File: src/rtl/bes_pkg.sv
`timescale 1ns / 1ps

package bes_pkg;

    localparam int MAX_DEPTH    = 255;
    localparam int LENGTH_WIDTH = 32;
    localparam int DEPTH_WIDTH  = $clog2(MAX_DEPTH + 1);
    localparam int PROD_WIDTH   = LENGTH_WIDTH + 4;

    localparam logic [7:0] CH_DICT  = 8'h64;   // 'd'
    localparam logic [7:0] CH_LIST  = 8'h6c;   // 'l'
    localparam logic [7:0] CH_INT   = 8'h69;   // 'i'
    localparam logic [7:0] CH_END   = 8'h65;   // 'e'
    localparam logic [7:0] CH_ZERO  = 8'h30;   // '0'
    localparam logic [7:0] CH_NINE  = 8'h39;   // '9'
    localparam logic [7:0] CH_COLON = 8'h3a;   // ':'

    typedef enum logic [1:0] {
        MODE_IDLE = 2'd0,
        MODE_INT  = 2'd1,
        MODE_LEN  = 2'd2,
        MODE_BODY = 2'd3
    } mode_t;

    typedef enum logic [1:0] {
        ST_INSIDE = 2'd0,
        ST_DONE   = 2'd1,
        ST_ERROR  = 2'd2
    } status_t;

    typedef struct packed {
        mode_t                    mode;
        logic [DEPTH_WIDTH-1:0]   depth;
        logic [LENGTH_WIDTH-1:0]  len;
    } bes_state_t;

endpackage

File: src/rtl/bencode_element_skipper.sv
`timescale 1ns / 1ps
// A byte is accepted into the input register, and its result word is then registered
// in the result register; an output stall can hold the byte in the input register.
// Throughput: one byte per cycle while out_stall is low.
// Reset (rst_n low, asynchronous) returns the parser to idle at depth zero
// and empties both pipeline registers.
module bencode_element_skipper
(
    input  logic       clk,
    input  logic       rst_n,
    input  logic       in_valid,
    output logic       in_stall,
    input  logic [7:0] data_byte,
    output logic       out_valid,
    input  logic       out_stall,
    output logic [1:0] status,
    output logic [7:0] nesting_level
);

    logic                 in_valid_reg;
    logic [7:0]           in_byte_reg;
    logic                 out_valid_reg;
    logic [1:0]           out_status_reg;
    logic [7:0]           out_nest_reg;
    bes_pkg::bes_state_t  state_reg;
    bes_pkg::bes_state_t  state_next;
    bes_pkg::status_t     step_status;
    logic                 advance;
    logic                 in_take;

    bes_step u_step
    (
        .cur       (state_reg),
        .data_byte (in_byte_reg),
        .nxt       (state_next),
        .status    (step_status)
    );

    // The held byte moves on whenever the result register is free or being drained.
    assign advance  = in_valid_reg && (!out_valid_reg || !out_stall);
    assign in_stall = in_valid_reg && !advance;
    assign in_take  = in_valid && !in_stall;

    always_ff @(posedge clk or negedge rst_n)
    begin
        if (!rst_n)
        begin
            in_valid_reg  <= 1'b0;
            out_valid_reg <= 1'b0;
            state_reg     <= '{mode: bes_pkg::MODE_IDLE, depth: '0, len: '0};
        end
        else
        begin
            if (in_take)
            begin
                in_valid_reg <= 1'b1;
            end
            else if (advance)
            begin
                in_valid_reg <= 1'b0;
            end

            if (advance)
            begin
                out_valid_reg <= 1'b1;
                state_reg     <= state_next;
            end
            else if (!out_stall)
            begin
                out_valid_reg <= 1'b0;
            end
        end
    end

    always_ff @(posedge clk)
    begin
        if (in_take)
        begin
            in_byte_reg <= data_byte;
        end
        if (advance)
        begin
            out_status_reg <= step_status;
            out_nest_reg   <= 8'(state_next.depth);
        end
    end

    assign out_valid     = out_valid_reg;
    assign status        = out_status_reg;
    assign nesting_level = out_nest_reg;

endmodule

File: src/rtl/bes_step.sv
`timescale 1ns / 1ps

module bes_step
(
    input  bes_pkg::bes_state_t cur,
    input  logic [7:0]          data_byte,
    output bes_pkg::bes_state_t nxt,
    output bes_pkg::status_t    status
);

    logic                                digit;
    logic [3:0]                          digit_val;
    logic [bes_pkg::PROD_WIDTH-1:0]      len_wide;
    logic [bes_pkg::PROD_WIDTH-1:0]      len_times10;
    logic                                len_ovf;
    logic [bes_pkg::LENGTH_WIDTH-1:0]    len_dec;
    logic [bes_pkg::DEPTH_WIDTH-1:0]     depth_dec;

    assign digit     = (data_byte >= bes_pkg::CH_ZERO) && (data_byte <= bes_pkg::CH_NINE);
    assign digit_val = 4'(data_byte - bes_pkg::CH_ZERO);
    assign len_wide  = bes_pkg::PROD_WIDTH'(cur.len);

    // Length times ten plus the new digit; any carry above the length width is an overflow.
    assign len_times10 = (len_wide << 3) + (len_wide << 1)
                       + bes_pkg::PROD_WIDTH'(digit_val);
    assign len_ovf     = |len_times10[bes_pkg::PROD_WIDTH-1:bes_pkg::LENGTH_WIDTH];

    assign len_dec   = (cur.len != '0) ? cur.len - 1'b1 : cur.len;
    assign depth_dec = cur.depth - 1'b1;

    always_comb
    begin
        nxt    = cur;
        status = bes_pkg::ST_INSIDE;
        case (cur.mode)
            bes_pkg::MODE_IDLE:
            begin
                if (data_byte == bes_pkg::CH_DICT || data_byte == bes_pkg::CH_LIST)
                begin
                    if (cur.depth >= bes_pkg::DEPTH_WIDTH'(bes_pkg::MAX_DEPTH))
                    begin
                        nxt    = '{mode: bes_pkg::MODE_IDLE, depth: '0, len: '0};
                        status = bes_pkg::ST_ERROR;
                    end
                    else
                    begin
                        nxt.depth = cur.depth + 1'b1;
                    end
                end
                else if (data_byte == bes_pkg::CH_INT)
                begin
                    nxt.mode = bes_pkg::MODE_INT;
                end
                else if (digit)
                begin
                    nxt.mode = bes_pkg::MODE_LEN;
                    nxt.len  = bes_pkg::LENGTH_WIDTH'(digit_val);
                end
                else if (data_byte == bes_pkg::CH_END && cur.depth != '0)
                begin
                    nxt.mode  = bes_pkg::MODE_IDLE;
                    nxt.depth = depth_dec;
                    nxt.len   = '0;
                    status    = (depth_dec == '0) ? bes_pkg::ST_DONE : bes_pkg::ST_INSIDE;
                end
                else
                begin
                    // A close at depth zero or a byte that cannot start a value.
                    nxt    = '{mode: bes_pkg::MODE_IDLE, depth: '0, len: '0};
                    status = bes_pkg::ST_ERROR;
                end
            end
            bes_pkg::MODE_INT:
            begin
                if (data_byte == bes_pkg::CH_END)
                begin
                    nxt.mode = bes_pkg::MODE_IDLE;
                    nxt.len  = '0;
                    status   = (cur.depth == '0) ? bes_pkg::ST_DONE : bes_pkg::ST_INSIDE;
                end
            end
            bes_pkg::MODE_LEN:
            begin
                if (digit && !len_ovf)
                begin
                    nxt.len = len_times10[bes_pkg::LENGTH_WIDTH-1:0];
                end
                else if (data_byte == bes_pkg::CH_COLON)
                begin
                    if (cur.len == '0)
                    begin
                        nxt.mode = bes_pkg::MODE_IDLE;
                        status   = (cur.depth == '0) ? bes_pkg::ST_DONE : bes_pkg::ST_INSIDE;
                    end
                    else
                    begin
                        nxt.mode = bes_pkg::MODE_BODY;
                    end
                end
                else
                begin
                    nxt    = '{mode: bes_pkg::MODE_IDLE, depth: '0, len: '0};
                    status = bes_pkg::ST_ERROR;
                end
            end
            bes_pkg::MODE_BODY:
            begin
                nxt.len = len_dec;
                if (len_dec == '0)
                begin
                    nxt.mode = bes_pkg::MODE_IDLE;
                    status   = (cur.depth == '0) ? bes_pkg::ST_DONE : bes_pkg::ST_INSIDE;
                end
            end
            default:
            begin
                nxt = cur;
            end
        endcase
    end

endmodule

File: config.mk
export PLATFORM = sky130hd
export DESIGN_NAME = bencode_element_skipper
export DESIGN_NICKNAME = d
export VERILOG_FILES = /design/src/rtl/bes_pkg.sv /design/src/rtl/bencode_element_skipper.sv /design/src/rtl/bes_step.sv
export SDC_FILE = /design/constraint.sdc
export NUM_CORES = 1
export LEC_CHECK = 0
export ABC_CLOCK_PERIOD_IN_PS = 3700
export BUFFER_PORTS_ARGS = -buffer_cell sky130_fd_sc_hd__buf_2
export CAP_MARGIN = 5
export CORE_MARGIN = 3
export CORE_UTILIZATION = 50
export DETAILED_ROUTE_END_ITERATION = 6
export PLACE_DENSITY = 0.69
export RECOVER_POWER = 25
export SLEW_MARGIN = 5
export SYNTH_ARGS = -nofsm -noshare
export SYNTH_HDL_FRONTEND = slang
export SYNTH_HIERARCHICAL = 1
export SYNTH_SLANG_ARGS = --single-unit
File: constraint.sdc
create_clock -name clk -period 3.7 [get_ports clk]
set_input_delay 0.37 -clock clk [delete_from_list [all_inputs] [get_ports clk]]
set_output_delay 0.37 -clock clk [all_outputs]
set_load 0.03 [all_outputs]
==> results.md <==
- Crit start category: flop
- Post-Syn Area: 0.00753 mm^2
- Status: finished, violations left
- Placeable Area: 0.0146 mm^2
- Leakage: 4.55 nW
- Clk sinks: 62
- Placer congestion estimate: 0.962
- Initial antenna violation count: 0
- Worst Path Required: 3.92 ns
- P_sw: 1.26 mW
- # fillers: 1,187
- Reg power frac: 0.238
- Pre-antenna DRT Iters: 6
- CTS Buffer Depth: 2
- Global-route wire length before repair: 38.4 mm
- Site Rows: 44
- Area growth syn-to-layout: 31.7%
- DRC Markers: 0
- Critical Path AT: 4.15 ns
- Total power: 3.24 mW
- Worst skew pair latency: 0.34 ns
- Total Neg Setup Slack: -6.56 ns
- Die width: 129 um
- Synth async-reset ratio: 0.710
- Clk slew on worst S/H paths: 0.06 ns
- Yosys warns: 6
- Detailed placer's ending HPWL: 17.4 mm
- Via count: 8,211
- Gr usage total: 0.286
- Layout cells sized above 1: 0.324
- I/O pin cnt: 24
- VDD IR max: 0.000251 V
- RSZ-0062 raised after global routing: yes
- IO Port Bufs: 23
- Post-Route Skew: 0.00964 ns
- Sw Share: 0.389
- Hold_buf cts: 0
- H-tree depth: 3
- Slew margin rel.: -0.311
- Hold Fails Final Rpt: 0
- TritonCTS clock tree: yes
- # Max-Cap Violations: 1
- Number of synthesized flops with an enable pin: 18
- Slew @ Worst Pin: 1.97 ns
- Post-route insts no fill: 1,267
- Via/cell ratio: 6.48
- Final worst setup slack: -0.232 ns
- Final Setup Violations: 50
- WS Path Type: flop to flop
- Primary FF master, synth: dfrtp_1
- Die footprint: 0.0166 mm^2
- Clock share of power: 0.282
- Hold Worst Slack: 0.206 ns
- CTS root buffer: clkbuf_16
- Final Slew Violations: 33
- Pwr Density: 327 mW/mm^2
- Die boundary height: 129 um
- Overflow after GRT: 0
- Largest register FFs: 42
- Highest clock rate: 0.254 GHz
- Net count after synthesis: 1,015
- Tmin final: 3.93 ns
- Final period util: 1.06
- Netlist cell types: 83
- Initial core utilization: 0.514
- P_int: 1.98 mW
- Violated checks: capacitance limit, slew limit, setup timing
- Vias in the first global route: 7,457
- Hold Path Class: input pin to flop
- Avg Cell Area, Syn: 8.08 um^2
- Antenna Nets Post-Route: 0
- Critical Path Fanout Max: 8
- Placed instance count: 1,229
- Post-synthesis cell count: 932
- Combinational Power Share: 0.480
- Largest net degree at the start of global routing: 53
- Drt initial violations: 1,006
- Nets: 1,161
- CTS Buf Count: 9
- Post-Place Setup Slack: -0.445 ns
- Crit end category: flop
- Register area share after synthesis: 0.218
- Routed length per instance: 19.7 um
- WL final: 25.0 mm
- Yosys reg bits: 62
- N_diodes: 0
synth_stat cells, types with 6 or more instances:
cell,count,share of area
or2_2,6,0.0050
clkbuf_1,56,0.028
o31ai_1,9,0.0090
nor4_1,10,0.0083
edfxtp_1,18,0.072
nor3_1,32,0.021
ha_1,69,0.11
or3_1,11,0.0091
a22oi_1,15,0.015
mux2_2,41,0.061
nand2_1,99,0.049
nand4_1,11,0.0091
a211oi_1,11,0.011
xor2_1,15,0.017
nand3_1,23,0.015
xnor2_1,25,0.029
and2_1,9,0.0075
a221oi_1,14,0.016
nor2b_1,6,0.0050
and3_1,8,0.0066
nor2_1,38,0.019
dfrtp_1,44,0.15
a221o_1,7,0.0093
a31oi_1,15,0.012
o21ai_0,92,0.061
a21o_1,30,0.030
a21oi_1,73,0.049
inv_1,19,0.0095
o21a_1,7,0.0070
o211ai_1,17,0.017
cell families after synthesis:
kind of cell | count (synthesis) | share of synthesized area
AND/OR/NAND/NOR | 292 | 0.203
AO/OA/AOI/OAI | 337 | 0.296
adder cells (fa/ha/maj) | 71 | 0.120
XOR/XNOR | 40 | 0.0465
multiplexers | 45 | 0.0670
buffers and inverters | 85 | 0.0495
flip-flops | 62 | 0.218
through the flow:
step            util  cell area, um^2
4_1_cts        0.646             9470
3_5_place_dp   0.600             8780
5_1_grt        0.677             9920
6_report       0.677             9920
3_3_place_gp   0.600             8780
2_1_floorplan      -             7550
worst paths after layout:
path | to | start | cells past startpoint | slack, ns
min in group asynchronous | state_reg[35] | rst_n | 1 | 0.58
setup reg to reg | state_reg[35] | state_reg[17] | 15 | -0.23
setup / recovery | state_reg[35] | state_reg[17] | 15 | -0.23
hold reg to reg | out_valid | in_valid_reg | 1 | 0.50
hold / removal | in_byte_reg[0] | data_byte[0] | 1 | 0.21
max in group asynchronous | state_reg[18] | rst_n | 1 | 1.84
layout make-up:
class                   instances  area, um^2  area share
clock buffers                  10         229      0.0231
clock inverters                 6        86.3     0.00871
inverters                      19        71.3     0.00719
multi-input cells             785        6100       0.615
flip-flops and latches         62        1650       0.166
well taps                     184         230      0.0232
repair buffers                201        1560       0.157
timing repair:
action / CTS / global route
gates resized for setup: 78 / 66
buffers inserted: 10 / 11
endpoints found under the setup margin: 52 / 52
pin swaps: 32 / 32
gates cloned: 3 / 0
critical path, cell delays in order, from the launching register on:
cell and delay (ns):
dfrtp_2 0.44, ha_4 0.26, ha_4 0.27, nand4_1 0.13, or4_4 0.54, a211oi_2 0.23, nor2_2 0.08, buf_4 0.15
and4_1 0.15, a211oi_2 0.29, a2111oi_4 0.08, buf_6 0.15, buf_12 0.13, o31ai_4 0.46, o211ai_1 0.17, mux2_2 0.29
power groups by stage:
| stage | Combinational, mW | Sequential (mW) | Clock (mW) |
|---|---|---|---|
| after floorplan | 0.894 | 0.798 | 0 |
| after global placement | 1.36 | 0.781 | 0 |
| after detailed placement | 1.38 | 0.783 | 0 |
| after CTS | 1.44 | 0.770 | 0.931 |
| after global routing | 1.67 | 0.776 | 0.953 |
| final | 1.56 | 0.772 | 0.915 |
layout by cell type, fill, tap and decap left out, drive strengths merged, types with 8 or more instances in the layout:
cell type  instances
a211oi            12
a21o              30
a21oi             75
a221oi            14
a22oi             15
a31oi             15
and2              10
and3               8
buf              200
clkbuf            11
dfrtp             44
edfxtp            18
ha                69
inv               19
mux2              43
nand2             99
nand3             23
nand4             12
nor2              38
nor3              33
nor4              12
o211ai            17
o21ai             93
o31ai             10
or2                8
or3               12
xnor2             25
xor2              15
per-layer routing:
layer	global-route usage	up-vias	part of all wire
met5	0	-	0
met2	0.462	393	0.47
li1	-	3861	-
met3	0.0440	58	0.081
met1	0.404	3899	0.43
met4	0.0655	0	0.021
Power figures use the tool's default switching activity.
